--- src/hw/rtl/pvbc_pkg.sv ---
`timescale 1ns / 1ps

package pvbc_pkg;

    localparam int PHASE_BITS_DEF = 16;
    localparam int ANG_BITS       = 24;

    // sin(pi/2 z) Taylor coefficients, Q30
    localparam logic [31:0] K1 = 32'd1686629713;
    localparam logic [31:0] K3 = 32'd693598668;
    localparam logic [31:0] K5 = 32'd85569306;
    localparam logic [31:0] K7 = 32'd5026995;
    localparam logic [31:0] K9 = 32'd172272;

    localparam logic [23:0] SUM_MAX  = 24'hFFFFFF;
    localparam logic [16:0] UNIT_Q16 = 17'd65536;
    localparam logic [17:0] COST_MAX = 18'd131072;

    localparam int ROOT_ITERS = 26;
    localparam int DIV_ITERS  = 25;

    // Horner coefficient for step 0..3
    function automatic logic [31:0] k_coef(input logic [1:0] h);
        logic [31:0] k;
        case (h)
            2'd0:    k = K7;
            2'd1:    k = K5;
            2'd2:    k = K3;
            default: k = K1;
        endcase
        return k;
    endfunction

endpackage

--- src/hw/rtl/phase_vector_bilinear_cost.sv ---
`timescale 1ns / 1ps
// Takes one item at a time: s_axis_tready is high only in idle, so a new item is
// accepted only after the previous one is done; a last item adds a 25-step restoring divide.
// The work is paced by the single shared 34x34 multiplier (60 polynomial, 14
// blend/square products) and the 26-step square root. Synchronous active-low
// reset: sum 0, pattern count 1.
module phase_vector_bilinear_cost #(
    parameter int PHASE_BITS = pvbc_pkg::PHASE_BITS_DEF
) (
    input  logic         i_clk,
    input  logic         i_rst_n,
    input  logic         i_cfg_valid,
    output logic         o_cfg_ready,
    input  logic [6:0]   i_cfg_data,     // pattern_count
    input  logic         s_axis_tvalid,
    output logic         s_axis_tready,
    // match_phase, corner_a, corner_b, corner_c, corner_d, frac_x, frac_y (16 each)
    input  logic [111:0] s_axis_tdata,
    input  logic         s_axis_tlast,
    output logic         m_axis_tvalid,
    input  logic         m_axis_tready,
    output logic [23:0]  m_axis_tdata    // mean_cost [17:0], zero pad
);
    import pvbc_pkg::*;

    localparam logic [3:0] ST_IDLE  = 4'd0;
    localparam logic [3:0] ST_Z2    = 4'd1;
    localparam logic [3:0] ST_HORN  = 4'd2;
    localparam logic [3:0] ST_ZA    = 4'd3;
    localparam logic [3:0] ST_BLEND = 4'd4;
    localparam logic [3:0] ST_SQ    = 4'd5;
    localparam logic [3:0] ST_ROOT  = 4'd6;
    localparam logic [3:0] ST_ACC   = 4'd7;
    localparam logic [3:0] ST_DIV   = 4'd8;
    localparam logic [3:0] ST_OUT   = 4'd9;

    logic [3:0]          r_state;
    logic [3:0]          r_ev;
    logic [4:0]          r_step;
    logic                r_axis;
    logic [15:0]         r_ph [0:4];
    logic [15:0]         r_u, r_v;
    logic                r_last;
    logic signed [17:0]  r_vx [0:4];
    logic signed [17:0]  r_vy [0:4];
    logic [30:0]         r_z2;
    logic [31:0]         r_acc;
    logic [16:0]         r_qs;
    logic signed [33:0]  r_t, r_b;
    logic signed [51:0]  r_e;
    logic signed [26:0]  r_ex, r_ey;
    logic [51:0]         r_sq;
    logic [29:0]         r_rem;
    logic [25:0]         r_root;
    logic [23:0]         r_sum;
    logic [6:0]          r_cnt;
    logic [6:0]          r_div;
    logic [24:0]         r_num;
    logic [6:0]          r_drem;
    logic                r_out_valid;
    logic [17:0]         r_out;

    function automatic logic [23:0] phase_ang(input logic [15:0] raw);
        logic [23:0] w;
        w = 24'(raw) & ((24'd1 << PHASE_BITS) - 24'd1);
        return w << (ANG_BITS - PHASE_BITS);
    endfunction

    logic [23:0]         ang;
    logic [22:0]         zt;
    logic [30:0]         z;
    logic signed [33:0]  mul_a, mul_b;
    logic signed [67:0]  prod;
    logic signed [17:0]  corner_v, m_v;
    logic [32:0]         s_rnd;
    logic [18:0]         s_sh;
    logic [16:0]         q_val;
    logic signed [17:0]  ps, pc;
    logic signed [51:0]  e_diff;
    logic [29:0]         rem_n, trial;
    logic [26:0]         root_rnd;
    logic [24:0]         sum_add;
    logic [23:0]         sum_sat;
    logic [6:0]          div_n;
    logic [7:0]          drem_n;
    logic                in_acc;

    assign in_acc = s_axis_tvalid && s_axis_tready;
    assign s_axis_tready = (r_state == ST_IDLE);
    assign o_cfg_ready = 1'b1;
    assign m_axis_tvalid = r_out_valid;
    assign m_axis_tdata = {6'd0, r_out};

    always_comb begin
        ang = phase_ang(r_ph[r_ev[3:1]]);
        zt = r_ev[0] ? (23'h400000 - {1'b0, ang[21:0]}) : {1'b0, ang[21:0]};
        z = {zt, 8'd0};

        case (r_step[1:0])
            2'd0:    corner_v = r_axis ? r_vy[1] : r_vx[1];
            2'd1:    corner_v = r_axis ? r_vy[2] : r_vx[2];
            2'd2:    corner_v = r_axis ? r_vy[3] : r_vx[3];
            default: corner_v = r_axis ? r_vy[4] : r_vx[4];
        endcase
        m_v = r_axis ? r_vy[0] : r_vx[0];

        mul_a = '0;
        mul_b = '0;
        case (r_state)
            ST_Z2: begin
                mul_a = {3'd0, z};
                mul_b = {3'd0, z};
            end
            ST_HORN: begin
                mul_a = {3'd0, r_z2};
                mul_b = {2'd0, r_acc};
            end
            ST_ZA: begin
                mul_a = {3'd0, z};
                mul_b = {2'd0, r_acc};
            end
            ST_BLEND: begin
                case (r_step[2:0])
                    3'd0, 3'd2: begin
                        mul_a = {16'd0, 18'(18'h10000 - {2'd0, r_u})};
                        mul_b = 34'(corner_v);
                    end
                    3'd1, 3'd3: begin
                        mul_a = {18'd0, r_u};
                        mul_b = 34'(corner_v);
                    end
                    3'd4: begin
                        mul_a = {16'd0, 18'(18'h10000 - {2'd0, r_v})};
                        mul_b = r_t;
                    end
                    3'd5: begin
                        mul_a = {18'd0, r_v};
                        mul_b = r_b;
                    end
                    default: begin
                        mul_a = '0;
                        mul_b = '0;
                    end
                endcase
            end
            ST_SQ: begin
                mul_a = r_step[0] ? 34'(r_ey) : 34'(r_ex);
                mul_b = r_step[0] ? 34'(r_ey) : 34'(r_ex);
            end
            default: begin
                mul_a = '0;
                mul_b = '0;
            end
        endcase
        prod = mul_a * mul_b;

        s_rnd = {1'b0, prod[61:30]} + 33'd8192;
        s_sh = s_rnd[32:14];
        q_val = (s_sh > 19'(UNIT_Q16)) ? UNIT_Q16 : s_sh[16:0];
        ps = {1'b0, r_qs};
        pc = {1'b0, q_val};

        e_diff = r_e - (52'(m_v) <<< 32) + 52'sd8388608;

        rem_n = {r_rem[27:0], r_sq[51:50]};
        trial = {2'd0, r_root, 2'b01};

        root_rnd = 27'(r_root) + 27'd128;
        sum_add = 25'(r_sum) + 25'(root_rnd[26:8]);
        sum_sat = sum_add[24] ? SUM_MAX : sum_add[23:0];
        div_n = (r_cnt == 7'd0) ? 7'd1 : r_cnt;

        drem_n = {r_drem, r_num[24]};
    end

    always_ff @(posedge i_clk) begin
        if (!i_rst_n) begin
            r_state <= ST_IDLE;
            r_ev <= '0;
            r_step <= '0;
            r_axis <= 1'b0;
            r_sum <= '0;
            r_cnt <= 7'd1;
            r_out_valid <= 1'b0;
        end else begin
            if (i_cfg_valid) begin
                r_cnt <= i_cfg_data;
            end
            if (r_state == ST_OUT && (!r_out_valid || m_axis_tready)) begin
                r_out_valid <= 1'b1;
            end else if (m_axis_tvalid && m_axis_tready) begin
                r_out_valid <= 1'b0;
            end
            case (r_state)
                ST_IDLE: begin
                    if (in_acc) begin
                        r_ph[0] <= s_axis_tdata[15:0];
                        r_ph[1] <= s_axis_tdata[31:16];
                        r_ph[2] <= s_axis_tdata[47:32];
                        r_ph[3] <= s_axis_tdata[63:48];
                        r_ph[4] <= s_axis_tdata[79:64];
                        r_u <= s_axis_tdata[95:80];
                        r_v <= s_axis_tdata[111:96];
                        r_last <= s_axis_tlast;
                        r_ev <= '0;
                        r_state <= ST_Z2;
                    end
                end
                ST_Z2: begin
                    r_z2 <= prod[60:30];
                    r_acc <= K9;
                    r_step <= '0;
                    r_state <= ST_HORN;
                end
                ST_HORN: begin
                    r_acc <= k_coef(r_step[1:0]) - prod[61:30];
                    r_step <= r_step + 5'd1;
                    if (r_step == 5'd3) begin
                        r_state <= ST_ZA;
                    end
                end
                ST_ZA: begin
                    if (!r_ev[0]) begin
                        r_qs <= q_val;
                        r_ev <= r_ev + 4'd1;
                        r_state <= ST_Z2;
                    end else begin
                        case (ang[23:22])
                            2'd0: begin
                                r_vx[r_ev[3:1]] <= pc;
                                r_vy[r_ev[3:1]] <= ps;
                            end
                            2'd1: begin
                                r_vx[r_ev[3:1]] <= -ps;
                                r_vy[r_ev[3:1]] <= pc;
                            end
                            2'd2: begin
                                r_vx[r_ev[3:1]] <= -pc;
                                r_vy[r_ev[3:1]] <= -ps;
                            end
                            default: begin
                                r_vx[r_ev[3:1]] <= ps;
                                r_vy[r_ev[3:1]] <= -pc;
                            end
                        endcase
                        if (r_ev == 4'd9) begin
                            r_step <= '0;
                            r_axis <= 1'b0;
                            r_state <= ST_BLEND;
                        end else begin
                            r_ev <= r_ev + 4'd1;
                            r_state <= ST_Z2;
                        end
                    end
                end
                ST_BLEND: begin
                    r_step <= r_step + 5'd1;
                    case (r_step[2:0])
                        3'd0: r_t <= prod[33:0];
                        3'd1: r_t <= r_t + prod[33:0];
                        3'd2: r_b <= prod[33:0];
                        3'd3: r_b <= r_b + prod[33:0];
                        3'd4: r_e <= prod[51:0];
                        3'd5: r_e <= r_e + prod[51:0];
                        default: begin
                            r_step <= '0;
                            if (!r_axis) begin
                                r_ex <= e_diff[50:24];
                                r_axis <= 1'b1;
                            end else begin
                                r_ey <= e_diff[50:24];
                                r_state <= ST_SQ;
                            end
                        end
                    endcase
                end
                ST_SQ: begin
                    if (!r_step[0]) begin
                        r_sq <= prod[51:0];
                        r_step <= 5'd1;
                    end else begin
                        r_sq <= r_sq + prod[51:0];
                        r_rem <= '0;
                        r_root <= '0;
                        r_step <= '0;
                        r_state <= ST_ROOT;
                    end
                end
                ST_ROOT: begin
                    if (rem_n >= trial) begin
                        r_rem <= rem_n - trial;
                        r_root <= {r_root[24:0], 1'b1};
                    end else begin
                        r_rem <= rem_n;
                        r_root <= {r_root[24:0], 1'b0};
                    end
                    r_sq <= {r_sq[49:0], 2'b00};
                    r_step <= r_step + 5'd1;
                    if (r_step == 5'(ROOT_ITERS - 1)) begin
                        r_state <= ST_ACC;
                    end
                end
                ST_ACC: begin
                    if (!r_last) begin
                        r_sum <= sum_sat;
                        r_state <= ST_IDLE;
                    end else begin
                        r_sum <= '0;
                        r_div <= div_n;
                        r_num <= 25'(sum_sat) + 25'(div_n[6:1]);
                        r_drem <= '0;
                        r_step <= '0;
                        r_state <= ST_DIV;
                    end
                end
                ST_DIV: begin
                    if (drem_n >= {1'b0, r_div}) begin
                        r_drem <= 7'(drem_n - {1'b0, r_div});
                        r_num <= {r_num[23:0], 1'b1};
                    end else begin
                        r_drem <= drem_n[6:0];
                        r_num <= {r_num[23:0], 1'b0};
                    end
                    r_step <= r_step + 5'd1;
                    if (r_step == 5'(DIV_ITERS - 1)) begin
                        r_state <= ST_OUT;
                    end
                end
                ST_OUT: begin
                    if (!r_out_valid || m_axis_tready) begin
                        r_out <= (r_num > 25'(COST_MAX)) ? COST_MAX : r_num[17:0];
                        r_state <= ST_IDLE;
                    end
                end
                default: r_state <= ST_IDLE;
            endcase
        end
    end

endmodule

--- config.mk ---
export PLATFORM = sky130hd
export DESIGN_NAME = phase_vector_bilinear_cost
export DESIGN_NICKNAME = d
export VERILOG_FILES = /design/src/hw/rtl/pvbc_pkg.sv /design/src/hw/rtl/phase_vector_bilinear_cost.sv
export SDC_FILE = /design/constraint.sdc
export NUM_CORES = 2
export LEC_CHECK = 0
export BUFFER_PORTS_ARGS = -buffer_cell sky130_fd_sc_hd__buf_2
export CORE_ASPECT_RATIO = 0.7
export CORE_MARGIN = 2
export CORE_UTILIZATION = 65
export DETAILED_ROUTE_END_ITERATION = 8
export GPL_TIMING_DRIVEN = 0
export PLACE_DENSITY_LB_ADDON = 0.25
export SETUP_SLACK_MARGIN = 0.2
export SKIP_LAST_GASP = 1
export SLEW_MARGIN = 20
export SYNTH_ARGS = -nofsm -noshare
export SYNTH_HDL_FRONTEND = slang
export SYNTH_SLANG_ARGS = --single-unit
--- constraint.sdc ---
create_clock -name i_clk -period 41 [get_ports i_clk]
set_input_delay 2.05 -clock i_clk [delete_from_list [all_inputs] [get_ports i_clk]]
set_output_delay 2.05 -clock i_clk [all_outputs]
set_load 0.01 [all_outputs]
==> impl_metrics.json <==
{
  "p_per_area_mw_per_mm2": 69.59,
  "vias": 73940,
  "port_buffers": 143,
  "required_ns": 41.38,
  "finalHoldViolCount": 0,
  "grt_pass1_wl_um": 466700,
  "drc": 50,
  "ioPinCount": 152,
  "worstPathArrival_ns": 21.83,
  "area_delta_synth_final_pct": 7.727,
  "grt_max_degree": 64,
  "critPathKind": "flip-flop to flip-flop",
  "cts_sinks": 758,
  "synth_edf_count": 709,
  "worst_r2r_endpoint": "r_vy[4][6]",
  "syn_avg_cell_area_um2": 9.517,
  "drt.antenna.violating_nets": 0,
  "crit_buf_inv": 15,
  "regToRegSetupSlack_ns": 19.54,
  "setup_tns_ns": 0,
  "cts_tree": "done",
  "cp_max_fo": 12,
  "grt_util_all_layers": 0.4774,
  "min_to": "r_sum[16]",
  "worst_setup_path_start_kind": "flip-flop",
  "maxSlewHeadroom": 0.03182,
  "avgViaCountPerCell": 6.614,
  "outcome": "finished, violations left",
  "rows": 111,
  "post_cts_buffers": 0,
  "htreeDepth": 3,
  "slowest_stage": "o31ai_1",
  "clock-skew-final_ns": 0.04214,
  "rsz0062_at_grt": "false",
  "grt_antenna_before_repair": 16,
  "violations": "DRC",
  "place_hpwl_um": 265900,
  "die_area_mm2": 0.1355,
  "p_leak_nw": 39.46,
  "cts_resized": 0,
  "yosysSeqAreaShare": 0.2586,
  "cts-root-buf": "clkbuf_16",
  "maxCapViolations": 0,
  "setup_slack_ns": 19.54,
  "nets": 11160,
  "clkTransAtPathRegs_ns": 0.08,
  "cts.path.max_buffers": 3,
  "die_height_um": 308.5,
  "reg2reg_from": "r_step[0]",
  "crit_family": "buffers and inverters",
  "critPathCaptureType": "flip-flop",
  "avgRoutedWirePerCell_um": 28.89,
  "cts_buffers": 71,
  "final_cell_mix": "inv_1, fa_1, nand2_1",
  "fin_crit_sh": 0.5233,
  "grt_pass1_vias": 71030,
  "place.gp.congestion": 1.092,
  "whs_ns": 0.4790,
  "min-delay-start": "r_sum[16]",
  "overflow": 0,
  "die_width_um": 439.1,
  "cts_hold_buf": 0,
  "setup_violations": 0,
  "synth-main-ff-cell": "edfxtp_1",
  "coreArea_mm2": 0.1312,
  "maxSlewViolCount": 0,
  "tightest_slew_ns": 1.447,
  "firstDrtPassIters": 9,
  "slowest_delay_ns": 0.89,
  "post-route-min-period_ns": 21.46,
  "async_flop_share": 0,
  "clock.fmax_ghz": 0.04661,
  "syn_inst": 9049,
  "start_util": 0.6562,
  "yosysWarnings": 0,
  "synth_seq_cells": 758,
  "netlist_area_mm2": 0.08612,
  "synth.distinct_cells": 105,
  "wirelength_um": 323000,
  "clock_latency_ns": 0.69,
  "ir_drop_v": 0.00009435,
  "hold_path.class": "flip-flop to flip-flop",
  "drive_gt1_frac": 0.06336,
  "dp_slack_ns": 21.03,
  "reg2reg_depth": 50,
  "drt_iter0_markers": 11640,
  "final_common_cell": "inv_1",
  "holdPathStages": 2
}
==> stage by stage <==
stage	cell area [um2]	utilization	std cells	total power, mW
detailed placement	90330	0.6883	11040	5.441
finish	92780	0.7069	11180	6.456
global placement	89050	0.6785	10950	5.298
global route	92760	0.7068	11170	6.693
floorplan	86140	-	9054	3.961
CTS	92660	0.7060	11170	6.168
==> cell usage after synthesis, types with 10 or more instances <==
cell type  count  area, um2
and2_1        74      462.9
a22oi_1       45      337.8
a211oi_1      39      292.8
a22o_1        14      122.6
a31oi_1       64      400.4
o31ai_1       25      187.7
inv_1       1390       5218
nor2_1       917       3442
xor2_1       124       1086
or3_1         38      237.7
a221o_1       26      260.3
a21boi_0      20      150.1
o221ai_1      14      122.6
nand3_1      113      565.5
buf_2         10      50.05
nor4_1        26      162.7
mux2i_1       96      960.9
fa_1        1136      22740
buf_1         28      105.1
a221oi_1      31      271.5
and3_1        62      387.9
nand2_1     1047       3930
ha_1         531       6644
a222oi_1      39      390.4
edfxtp_1     709      21290
xnor2_1      264       2312
mux2_2        39      439.2
or2_2         30      187.7
nor3b_1       15      112.6
o21bai_1      47      352.8
o21a_1        49      367.9
nor3_1       133      665.6
nor2b_1       79      494.2
nand4_1       44      275.3
o2111ai_1     18      157.7
a211o_1       16      140.1
a21o_1       127      953.4
clkbuf_1     352       1321
a21oi_1      427       2137
dfxtp_1       49      980.9
o21ai_0      370       1852
o31a_1        10      87.58
mux4_2        34      765.7
nand2b_1      95      594.3
o211ai_1      44      330.3
==> worst max-delay path by stage <==
stage / startpoint / end / cells past startpoint
after global placement: r_step[0] / r_vy[1][6] / 51
after CTS: r_step[0] / r_vy[4][6] / 51
after global routing: r_step[0] / r_vy[3][6] / 51
after floorplan: r_step[0] / r_acc[30] / 61
after detailed placement: r_step[0] / r_vy[4][6] / 51
final: r_step[0] / r_vy[4][6] / 50
==> flip-flops by register name (all words and copies together) (netlist names), 25 cells and up, named ones only <==
register	cells
r_t	34
r_acc	32
r_root	26
r_num	25
r_ph	80
r_ex	27
r_ey	27
r_vx	90
r_e	51
r_rem	28
r_sq	52
r_vy	90
r_b	34
r_z2	31
==> metal layers <==
layer  track usage  share of wire  vias to the layer above
li1              -              -                    30610
met1        0.6828           0.38                    36240
met2        0.6122           0.38                     6116
met3        0.2431           0.19                      951
met4        0.1799          0.047                       20
met5      0.004909        0.00085                        -
==> tightest hold or removal path, delay by kind of cell (launching register included) <==
kind / cells / cell delay (ns)
AO/OA/AOI/OAI: 1 / 0.06
flip-flops: 1 / 0.32
AND/OR/NAND/NOR: 1 / 0.05
==> cell families after synthesis <==
family | after synthesis | share of synthesized area
fa+ha+maj | 1667 | 0.3412
compound gates | 1548 | 0.1173
buf+inv | 1790 | 0.07860
mux | 169 | 0.02515
simple gates | 2725 | 0.1391
other cells | 2 | 0.00008720
xor+xnor | 390 | 0.03997
flops | 758 | 0.2586
==> where the power goes <==
group	internal [mW]	switching, mW
sequential	1.03	0.0280
combinational	1.50	3.19
clock	0.375	0.335
==> area by class of cell <==
class                           count  area, um2
Antenna cell                        6      15.01
Buffer                            399       1568
Clock buffer                       84       1826
Clock inverter                     46      506.7
Fill cell                       10040      38470
Inverter                         1391       5221
Multi-Input combinational cell   6506      57560
Sequential cell                   758      22270
Tap cell                         1751       2191
Timing Repair Buffer              238       1622
Note: power is estimated with default switching activity, not from simulation.
